[config.mk]
export PLATFORM = sky130hd
export DESIGN_NAME = infix_expression_evaluator
export DESIGN_NICKNAME = d
export VERILOG_FILES = /design/src/iee_pkg.sv /design/src/infix_expression_evaluator.sv
export SDC_FILE = /design/constraint.sdc
export NUM_CORES = 2
export LEC_CHECK = 0
export ABC_AREA = 1
export BUFFER_PORTS_ARGS = -buffer_cell sky130_fd_sc_hd__buf_2
export CORE_ASPECT_RATIO = 1.4
export CORE_UTILIZATION = 45
export DETAILED_ROUTE_END_ITERATION = 8
export GPL_TIMING_DRIVEN = 0
export HOLD_SLACK_MARGIN = 0.15
export PLACE_DENSITY = 0.7
export SLEW_MARGIN = 20
export SYNTH_ARGS = -nofsm -noshare
export SYNTH_HDL_FRONTEND = slang
export SYNTH_SLANG_ARGS = --single-unit
[constraint.sdc]
create_clock -name clk -period 19.5 [get_ports clk]
set_clock_uncertainty 0.1 [all_clocks]
set_input_delay 3.9 -clock clk [delete_from_list [all_inputs] [get_ports clk]]
set_output_delay 3.9 -clock clk [all_outputs]
set_load 0.1 [all_outputs]
[src/iee_pkg.sv]
package iee_pkg;

  typedef enum logic [1:0] {
    TOK_NUM   = 2'd0,
    TOK_OPEN  = 2'd1,
    TOK_CLOSE = 2'd2,
    TOK_OPER  = 2'd3
  } tok_t;

  typedef enum logic [1:0] {
    AR_ADD = 2'd0,
    AR_SUB = 2'd1,
    AR_MUL = 2'd2,
    AR_DIV = 2'd3
  } arith_t;

  localparam logic [2:0] OPEN_CODE = 3'd4;

  typedef enum logic [2:0] {
    ST_OK        = 3'd0,
    ST_DIV0      = 3'd1,
    ST_UNMATCHED = 3'd2,
    ST_EMPTY     = 3'd3,
    ST_MALFORMED = 3'd4,
    ST_OVERFLOW  = 3'd5
  } status_t;

  typedef enum logic [8:0] {
    S_IDLE   = 9'b000000001,
    S_TOKEN  = 9'b000000010,
    S_RDOP   = 9'b000000100,
    S_DECIDE = 9'b000001000,
    S_RDA    = 9'b000010000,
    S_EXEC   = 9'b000100000,
    S_DIV    = 9'b001000000,
    S_WB     = 9'b010000000,
    S_OUT    = 9'b100000000
  } state_t;

  // why the reduction loop is running
  typedef enum logic [1:0] {
    M_CLOSE  = 2'd0,
    M_OPER   = 2'd1,
    M_FINISH = 2'd2
  } mode_t;

  function automatic logic [1:0] prio(input logic [2:0] code);
    if (code == 3'd0 || code == 3'd1) return 2'd1;
    if (code == 3'd2 || code == 3'd3) return 2'd2;
    return 2'd0;
  endfunction

endpackage

[src/infix_expression_evaluator.sv]
// channel | ports                                         | dir
// in      | in_valid in_ready in_op in_arith_code         | in
//         | in_number in_last                             |
// out     | out_valid out_ready out_result_value          | out
//         | out_status                                    |
// A token is accepted, then decoded; each stack decision adds a read wait, then a decide.
// A reduction adds an operand read, the ALU and a write back; a divide also runs the
// shared restoring divider, while a multiply is one product in the ALU state.
// The last token loads the out register and waits while a result is held.
// in_ready is high only in idle; a held result does not block new tokens.
// rst_n is synchronous; stack contents are not reset, only counts, error, state, mode and out_valid.
module infix_expression_evaluator import iee_pkg::*; #(
  parameter int STACK_DEPTH = 16,
  parameter int DATA_WIDTH  = 32
) (
  input  logic               clk,
  input  logic               rst_n,
  input  logic               in_valid,
  output logic               in_ready,
  input  logic [1:0]         in_op,
  input  logic [1:0]         in_arith_code,
  input  logic signed [31:0] in_number,
  input  logic               in_last,
  output logic               out_valid,
  input  logic               out_ready,
  output logic signed [31:0] out_result_value,
  output logic [2:0]         out_status
);

  localparam int AW = (STACK_DEPTH > 1) ? $clog2(STACK_DEPTH) : 1;
  localparam int CW = $clog2(STACK_DEPTH + 1);
  localparam int DCW = $clog2(DATA_WIDTH + 1);
  localparam logic [CW-1:0] FULL = CW'(STACK_DEPTH);

  logic [DATA_WIDTH-1:0] opnd_mem [STACK_DEPTH];
  logic [2:0]            oper_mem [STACK_DEPTH];

  state_t state_r;
  mode_t  mode_r;
  logic [CW-1:0] ocnt_r, pcnt_r;
  status_t err_r;
  logic [1:0] tok_op_r, tok_code_r;
  logic [DATA_WIDTH-1:0] tok_num_r;
  logic tok_last_r;
  logic [2:0] top_r;
  logic [DATA_WIDTH-1:0] b_r, res_r;
  logic [DATA_WIDTH-1:0] rem_r, quo_r, dvs_r;
  logic [DCW-1:0] dcnt_r;
  logic neg_r;
  logic ov_r;
  logic [31:0] ores_r;
  logic [2:0] osta_r;

  // read ports (registered data)
  logic [DATA_WIDTH-1:0] rd_data;
  logic [2:0] op_rd_data;
  logic [AW-1:0] rd_addr;
  logic rd_sel_b;

  logic [DATA_WIDTH-1:0] mem_q;
  logic [2:0] opmem_q;

  always_comb begin
    rd_sel_b = (state_r == S_RDOP) || (state_r == S_TOKEN) ||
               (state_r == S_DECIDE) || (state_r == S_OUT);
    rd_addr  = rd_sel_b ? AW'(ocnt_r - CW'(1)) : AW'(ocnt_r - CW'(2));
  end

  always_ff @(posedge clk) begin
    mem_q   <= opnd_mem[rd_addr];
    opmem_q <= oper_mem[AW'(pcnt_r - CW'(1))];
  end
  assign rd_data = mem_q;
  assign op_rd_data = opmem_q;

  logic [DATA_WIDTH:0] dtrial;
  assign dtrial = {rem_r, quo_r[DATA_WIDTH-1]} - {1'b0, dvs_r};

  logic [DATA_WIDTH-1:0] abs_b;
  assign abs_b = b_r[DATA_WIDTH-1] ? (~b_r + 1'b1) : b_r;

  logic [DATA_WIDTH-1:0] num_ext;
  always_comb begin
    if (DATA_WIDTH >= 32) begin
      num_ext = DATA_WIDTH'($signed(tok_num_r[31:0]));
    end else begin
      num_ext = tok_num_r;
    end
  end

  assign in_ready = (state_r == S_IDLE);
  assign out_valid = ov_r;
  assign out_result_value = ores_r;
  assign out_status = osta_r;

  always_ff @(posedge clk) begin
    if (!rst_n) begin
      state_r <= S_IDLE;
      ocnt_r  <= '0;
      pcnt_r  <= '0;
      err_r   <= ST_OK;
      ov_r    <= 1'b0;
      mode_r  <= M_CLOSE;
    end else begin
      if (ov_r && out_ready && state_r != S_OUT) begin
        ov_r <= 1'b0;
      end
      unique case (state_r)
        S_IDLE: begin
          if (in_valid && in_ready) begin
            tok_op_r   <= in_op;
            tok_code_r <= in_arith_code;
            tok_num_r  <= DATA_WIDTH'(in_number);
            tok_last_r <= in_last;
            state_r    <= S_TOKEN;
          end
        end
        S_TOKEN: begin
          // operator stack top is valid in opmem_q now
          if (err_r != ST_OK) begin
            state_r <= tok_last_r ? S_OUT : S_IDLE;
          end else begin
            case (tok_op_r)
              TOK_NUM: begin
                if (ocnt_r >= FULL) begin
                  err_r <= ST_OVERFLOW;
                end else begin
                  opnd_mem[AW'(ocnt_r)] <= num_ext;
                  ocnt_r  <= ocnt_r + 1'b1;
                end
                mode_r  <= M_FINISH;
                state_r <= tok_last_r ? S_RDOP : S_IDLE;
              end
              TOK_OPEN: begin
                if (pcnt_r >= FULL) begin
                  err_r <= ST_OVERFLOW;
                end else begin
                  oper_mem[AW'(pcnt_r)] <= OPEN_CODE;
                  pcnt_r   <= pcnt_r + 1'b1;
                end
                mode_r  <= M_FINISH;
                state_r <= tok_last_r ? S_RDOP : S_IDLE;
              end
              TOK_CLOSE: begin
                if (pcnt_r == '0) begin
                  err_r   <= ST_UNMATCHED;
                  state_r <= tok_last_r ? S_OUT : S_IDLE;
                end else if (op_rd_data == OPEN_CODE) begin
                  err_r   <= ST_EMPTY;
                  state_r <= tok_last_r ? S_OUT : S_IDLE;
                end else begin
                  mode_r  <= M_CLOSE;
                  state_r <= S_RDOP;
                end
              end
              default: begin
                mode_r  <= M_OPER;
                state_r <= S_RDOP;
              end
            endcase
          end
        end
        S_RDOP: begin
          // wait for stack reads after pointer updates
          state_r <= S_DECIDE;
        end
        S_DECIDE: begin
          top_r <= op_rd_data;
          b_r   <= rd_data;
          if (err_r != ST_OK) begin
            state_r <= tok_last_r ? S_OUT : S_IDLE;
          end else begin
            case (mode_r)
              M_CLOSE: begin
                if (pcnt_r == '0) begin
                  err_r   <= ST_UNMATCHED;
                  state_r <= tok_last_r ? S_OUT : S_IDLE;
                end else if (op_rd_data == OPEN_CODE) begin
                  pcnt_r  <= pcnt_r - 1'b1;
                  mode_r  <= M_FINISH;
                  state_r <= tok_last_r ? S_RDOP : S_IDLE;
                end else if (pcnt_r == CW'(1)) begin
                  pcnt_r  <= '0;
                  err_r   <= ST_UNMATCHED;
                  state_r <= tok_last_r ? S_OUT : S_IDLE;
                end else begin
                  pcnt_r  <= pcnt_r - 1'b1;
                  state_r <= S_RDA;
                end
              end
              M_OPER: begin
                if (pcnt_r != '0 && prio(op_rd_data) >= prio({1'b0, tok_code_r})) begin
                  pcnt_r  <= pcnt_r - 1'b1;
                  state_r <= S_RDA;
                end else begin
                  if (pcnt_r >= FULL) begin
                    err_r <= ST_OVERFLOW;
                  end else begin
                    oper_mem[AW'(pcnt_r)] <= {1'b0, tok_code_r};
                    pcnt_r   <= pcnt_r + 1'b1;
                  end
                  mode_r  <= M_FINISH;
                  state_r <= tok_last_r ? S_RDOP : S_IDLE;
                end
              end
              default: begin
                if (pcnt_r == '0) begin
                  if (ocnt_r != CW'(1)) begin
                    err_r <= ST_MALFORMED;
                  end
                  state_r <= S_OUT;
                end else if (op_rd_data == OPEN_CODE) begin
                  err_r   <= ST_MALFORMED;
                  state_r <= S_OUT;
                end else begin
                  pcnt_r  <= pcnt_r - 1'b1;
                  state_r <= S_RDA;
                end
              end
            endcase
          end
        end
        S_RDA: begin
          if (ocnt_r < CW'(2)) begin
            err_r   <= ST_MALFORMED;
            state_r <= tok_last_r ? S_OUT : S_IDLE;
          end else begin
            state_r <= S_EXEC;
          end
        end
        S_EXEC: begin
          case (arith_t'(top_r[1:0]))
            AR_ADD: begin
              res_r   <= rd_data + b_r;
              state_r <= S_WB;
            end
            AR_SUB: begin
              res_r   <= rd_data - b_r;
              state_r <= S_WB;
            end
            AR_MUL: begin
              res_r   <= DATA_WIDTH'(rd_data * b_r);
              state_r <= S_WB;
            end
            default: begin
              if (b_r == '0) begin
                err_r   <= ST_DIV0;
                state_r <= tok_last_r ? S_OUT : S_IDLE;
              end else begin
                state_r <= S_DIV;
                dcnt_r  <= '0;
                rem_r   <= '0;
                quo_r   <= rd_data[DATA_WIDTH-1] ? (~rd_data + 1'b1) : rd_data;
                dvs_r   <= abs_b;
                neg_r   <= rd_data[DATA_WIDTH-1] ^ b_r[DATA_WIDTH-1];
              end
            end
          endcase
        end
        S_DIV: begin
          if (dcnt_r == DCW'(DATA_WIDTH)) begin
            res_r   <= neg_r ? (~quo_r + 1'b1) : quo_r;
            state_r <= S_WB;
          end else begin
            dcnt_r <= dcnt_r + 1'b1;
            if (!dtrial[DATA_WIDTH]) begin
              rem_r <= dtrial[DATA_WIDTH-1:0];
              quo_r <= {quo_r[DATA_WIDTH-2:0], 1'b1};
            end else begin
              rem_r <= {rem_r[DATA_WIDTH-2:0], quo_r[DATA_WIDTH-1]};
              quo_r <= {quo_r[DATA_WIDTH-2:0], 1'b0};
            end
          end
        end
        S_WB: begin
          opnd_mem[AW'(ocnt_r - CW'(2))] <= res_r;
          ocnt_r  <= ocnt_r - 1'b1;
          state_r <= S_RDOP;
        end
        default: begin
          if (!ov_r || out_ready) begin
            ov_r    <= 1'b1;
            osta_r  <= err_r;
            ores_r  <= (err_r == ST_OK && ocnt_r == CW'(1)) ? 32'(rd_data) : '0;
            ocnt_r  <= '0;
            pcnt_r  <= '0;
            err_r   <= ST_OK;
            state_r <= S_IDLE;
          end
        end
      endcase
    end
  end

  assert property (@(posedge clk) disable iff (!rst_n) ocnt_r <= FULL)
    else $error("operand count past depth");
  assert property (@(posedge clk) disable iff (!rst_n) pcnt_r <= FULL)
    else $error("operator count past depth");
  assert property (@(posedge clk) disable iff (!rst_n)
    (state_r == S_OUT && (!ov_r || out_ready)) |=> ov_r && state_r == S_IDLE)
    else $error("result not loaded");
  assert property (@(posedge clk) disable iff (!rst_n)
    (in_valid && in_ready) |=> state_r == S_TOKEN)
    else $error("token not taken");
endmodule

==> impl_metrics.ini <==
[synthesis]
ys_types = 62
synthAdderAreaFrac_pct = 18.8
syn_area_per_cell_sq_um = 9.12
synth-seq-area-share_pct = 43.9
synth.area.top_cells = edfxtp_1 42%, fa_1 14%, nand2_1 8.4%
synthSimpleGateAreaFrac_pct = 15.9
syn_area_sq_mm = 0.0576
syn_nets = 6970
netlist.area_leader.share_pct = 41.8
synth-compound-area-share_pct = 10.4
synthMuxAreaShare_pct = 0
async_reset_ff_share_pct = 0
yosys.area.top_type = edfxtp_1
syn_inst = 6310
synthXorXnorAreaFrac_pct = 1.83
ys_seq_elements = 861
synth-edff-count = 801
synth_top_family_by_area = adder cells
synth_warnings = 0
ys.flop_type = edfxtp_1

[clock_network]
clk_latency_ps = 700
clockBufferDepth = 3
cts_tree = built
ctsResizeCount = 0
cts_buffers = 81
clockRootBuffer = clkbuf_16
clock-sinks = 861
clkTransAtPathRegs_ps = 60
htreeDepth = 3
post_cts_buffers = 0
postCtsHoldBufs = 0

[sta]
maxSlewViolCount = 0
max_slew_margin_pct = 14.0
rsz0062_at_grt = no
worst_pin_slew_ps = 1290
hold_violations = 0
tns_ps = 0
period_share_pct = 48.7
setup_violations = 0
fmax_mhz = 105
fin_ws_ps = 10010
min_period_ps = 9490

[final_layout]
synthToLayoutAreaGrowth_pct = 10.2
final_area_sq_mm = 0.0635
fill_cells = 11600
layout_common_cells = 1,295 x nand2_1, 1,056 x inv_1, 801 x edfxtp_1
fin_nets = 7166
drive_above_1_share_pct = 5.45
final_common_cell = nand2_1

[min_path]
min_path_type = flop to flop
min_path_cells = 0

[setup_path]
crit_type = flop to flop
critPathRequiredTime_ps = 19900
reg2reg_slack_ps = 10010
crit_end = res_r[24]$_DFFE_PP_
cp-startpoint = b_r[6]$_DFFE_PP_
end_kind = flop
critPathLaunchType = flop
r2r_start = b_r[6]$_DFFE_PP_
crit_arrival_ps = 9890
reg2reg_to = res_r[24]$_DFFE_PP_
r2r.worst_path.cells = 27
worstPathMaxFanout = 10

[global_routing]
grt_usage_pct = 32.1
overflow = 0
grt_max_degree = 24
grt_pass1_vias = 47500
antenna_found_initial = 3
grt_pass1_wl_mm = 303

[die]
core-area_sq_mm = 0.126
die-area_sq_mm = 0.129
initial_core_util_pct = 45.5
num_rows = 154
dieHeight_um = 425
pin_count = 78
die_w_um = 304

[detailed_routing]
drc_errors = 0
vias = 47000
wirelength_mm = 207
detail_route.first_pass.iterations = 6
vias_per_cell = 5.73
wl_per_cell_um = 25.3
drt-initial-drc-count = 4892
final_antenna_net_count = 0

[placed_design]
pre_cts_slack_ps = 10200
dp_hpwl_mm = 161
place.gp.congestion = 1.03
portBuffers = 77
placed_cell_area_sq_mm = 0.0609

[flow_run]
maxCapViolations = 0

[status]
outcome = complete, no violations
==> registers in the layout (all words and copies together), names as in the netlist, 6 cells and up <==
register and cells:
b_r 32, out_result_value 32, oper_mem 48, state_r 9, dcnt_r 6, rem_r 32, mem_q 32, res_r 32
quo_r 32, opnd_mem 512, dvs_r 32, num_ext 32
==> routing by layer <==
layer | vias up | global-route usage [%] | share of wire, %
li1 | 20900 | - | -
met1 | 22800 | 34.9 | 34
met2 | 2508 | 55.2 | 49
met3 | 784 | 4.87 | 7.6
met4 | 6 | 26.9 | 9.7
met5 | - | 0 | 0.019
==> per-stage QoR <==
stage | instances | hold slack (ps) | util, %
2_1_floorplan | 6310 | 310 | -
3_3_place_gp | 8025 | 354 | 47.5
3_5_place_dp | 8061 | 352 | 48.2
4_1_cts | 8210 | 380 | 50.2
5_1_grt | 8210 | 397 | 50.2
6_report | 8211 | 377 | 50.2
==> cells in the mapped netlist (all sizes together) (9+ instances only) <==
cell type  number
ha            209
nor4           18
dfxtp          60
nand3b          9
a21oi         184
nand3         175
xor2           92
nand4          31
nand2        1300
o211ai         35
clkbuf        234
o221ai         67
a21o           13
nor3           54
o21ai         596
edfxtp        801
nor2          651
fa            410
o22ai          83
xnor2          28
buf            80
or2            18
a31oi          20
o21bai         11
inv          1066
==> worst min path at each step <==
| stage | start | end | slack (ps) |
|---|---|---|---|
| after detailed placement | err_r[1]$_SDFFE_PN0P_ | out_status[1]$_DFFE_PP_ | 350 |
| after floorplan | op_rd_data[0]$_DFF_P_ | top_r[0]$_DFFE_PP_ | 310 |
| after global placement | err_r[1]$_SDFFE_PN0P_ | out_status[1]$_DFFE_PP_ | 350 |
| after CTS | err_r[0]$_SDFFE_PN0P_ | out_status[0]$_DFFE_PP_ | 380 |
| after global routing | err_r[1]$_SDFFE_PN0P_ | out_status[1]$_DFFE_PP_ | 400 |
| final | err_r[0]$_SDFFE_PN0P_ | out_status[0]$_DFFE_PP_ | 380 |
==> cells by family after synthesis <==
kind of cell,after synthesis
AND/OR/NAND/NOR,2268
AO/OA/AOI/OAI,1058
flip-flops,861
adder cells (fa/ha/maj),619
buffers and inverters,1384
XOR/XNOR,120
==> critical path, stage by stage, from the launching register on <==
cell      delay, ps
edfxtp_1        640
clkbuf_1        870
buf_1           620
nand2_1         120
inv_1           120
fa_1            440
fa_1            490
fa_1            510
inv_1            50
fa_1            470
inv_1            50
fa_1            500
inv_1            50
fa_1            550
inv_1            50
fa_1            410
fa_1            600
ha_1            450
nand2_1         120
nor2_1          150
nor3b_1         490
nand4_1         250
nand3_1         270
a21o_1          210
o21ai_0          90
o21ai_0         350
nand2_1          90
o21ai_0         140
==> area by class of cell <==
class	count	area (sq um)	share of cell area [%]
tap	1638	2050	3.23
clock inverter	39	344	0.542
clock buffer	110	2230	3.52
sequential	861	25300	39.8
buffer	314	1300	2.04
timing repair buffer	113	1090	1.72
inverter	1070	4020	6.33
multi-input combinational	4065	27200	42.8
antenna	1	2.50	0.00394
Power is not shown: default switching activity piles up to over one toggle a cycle in this logic, so the estimate is an artifact.
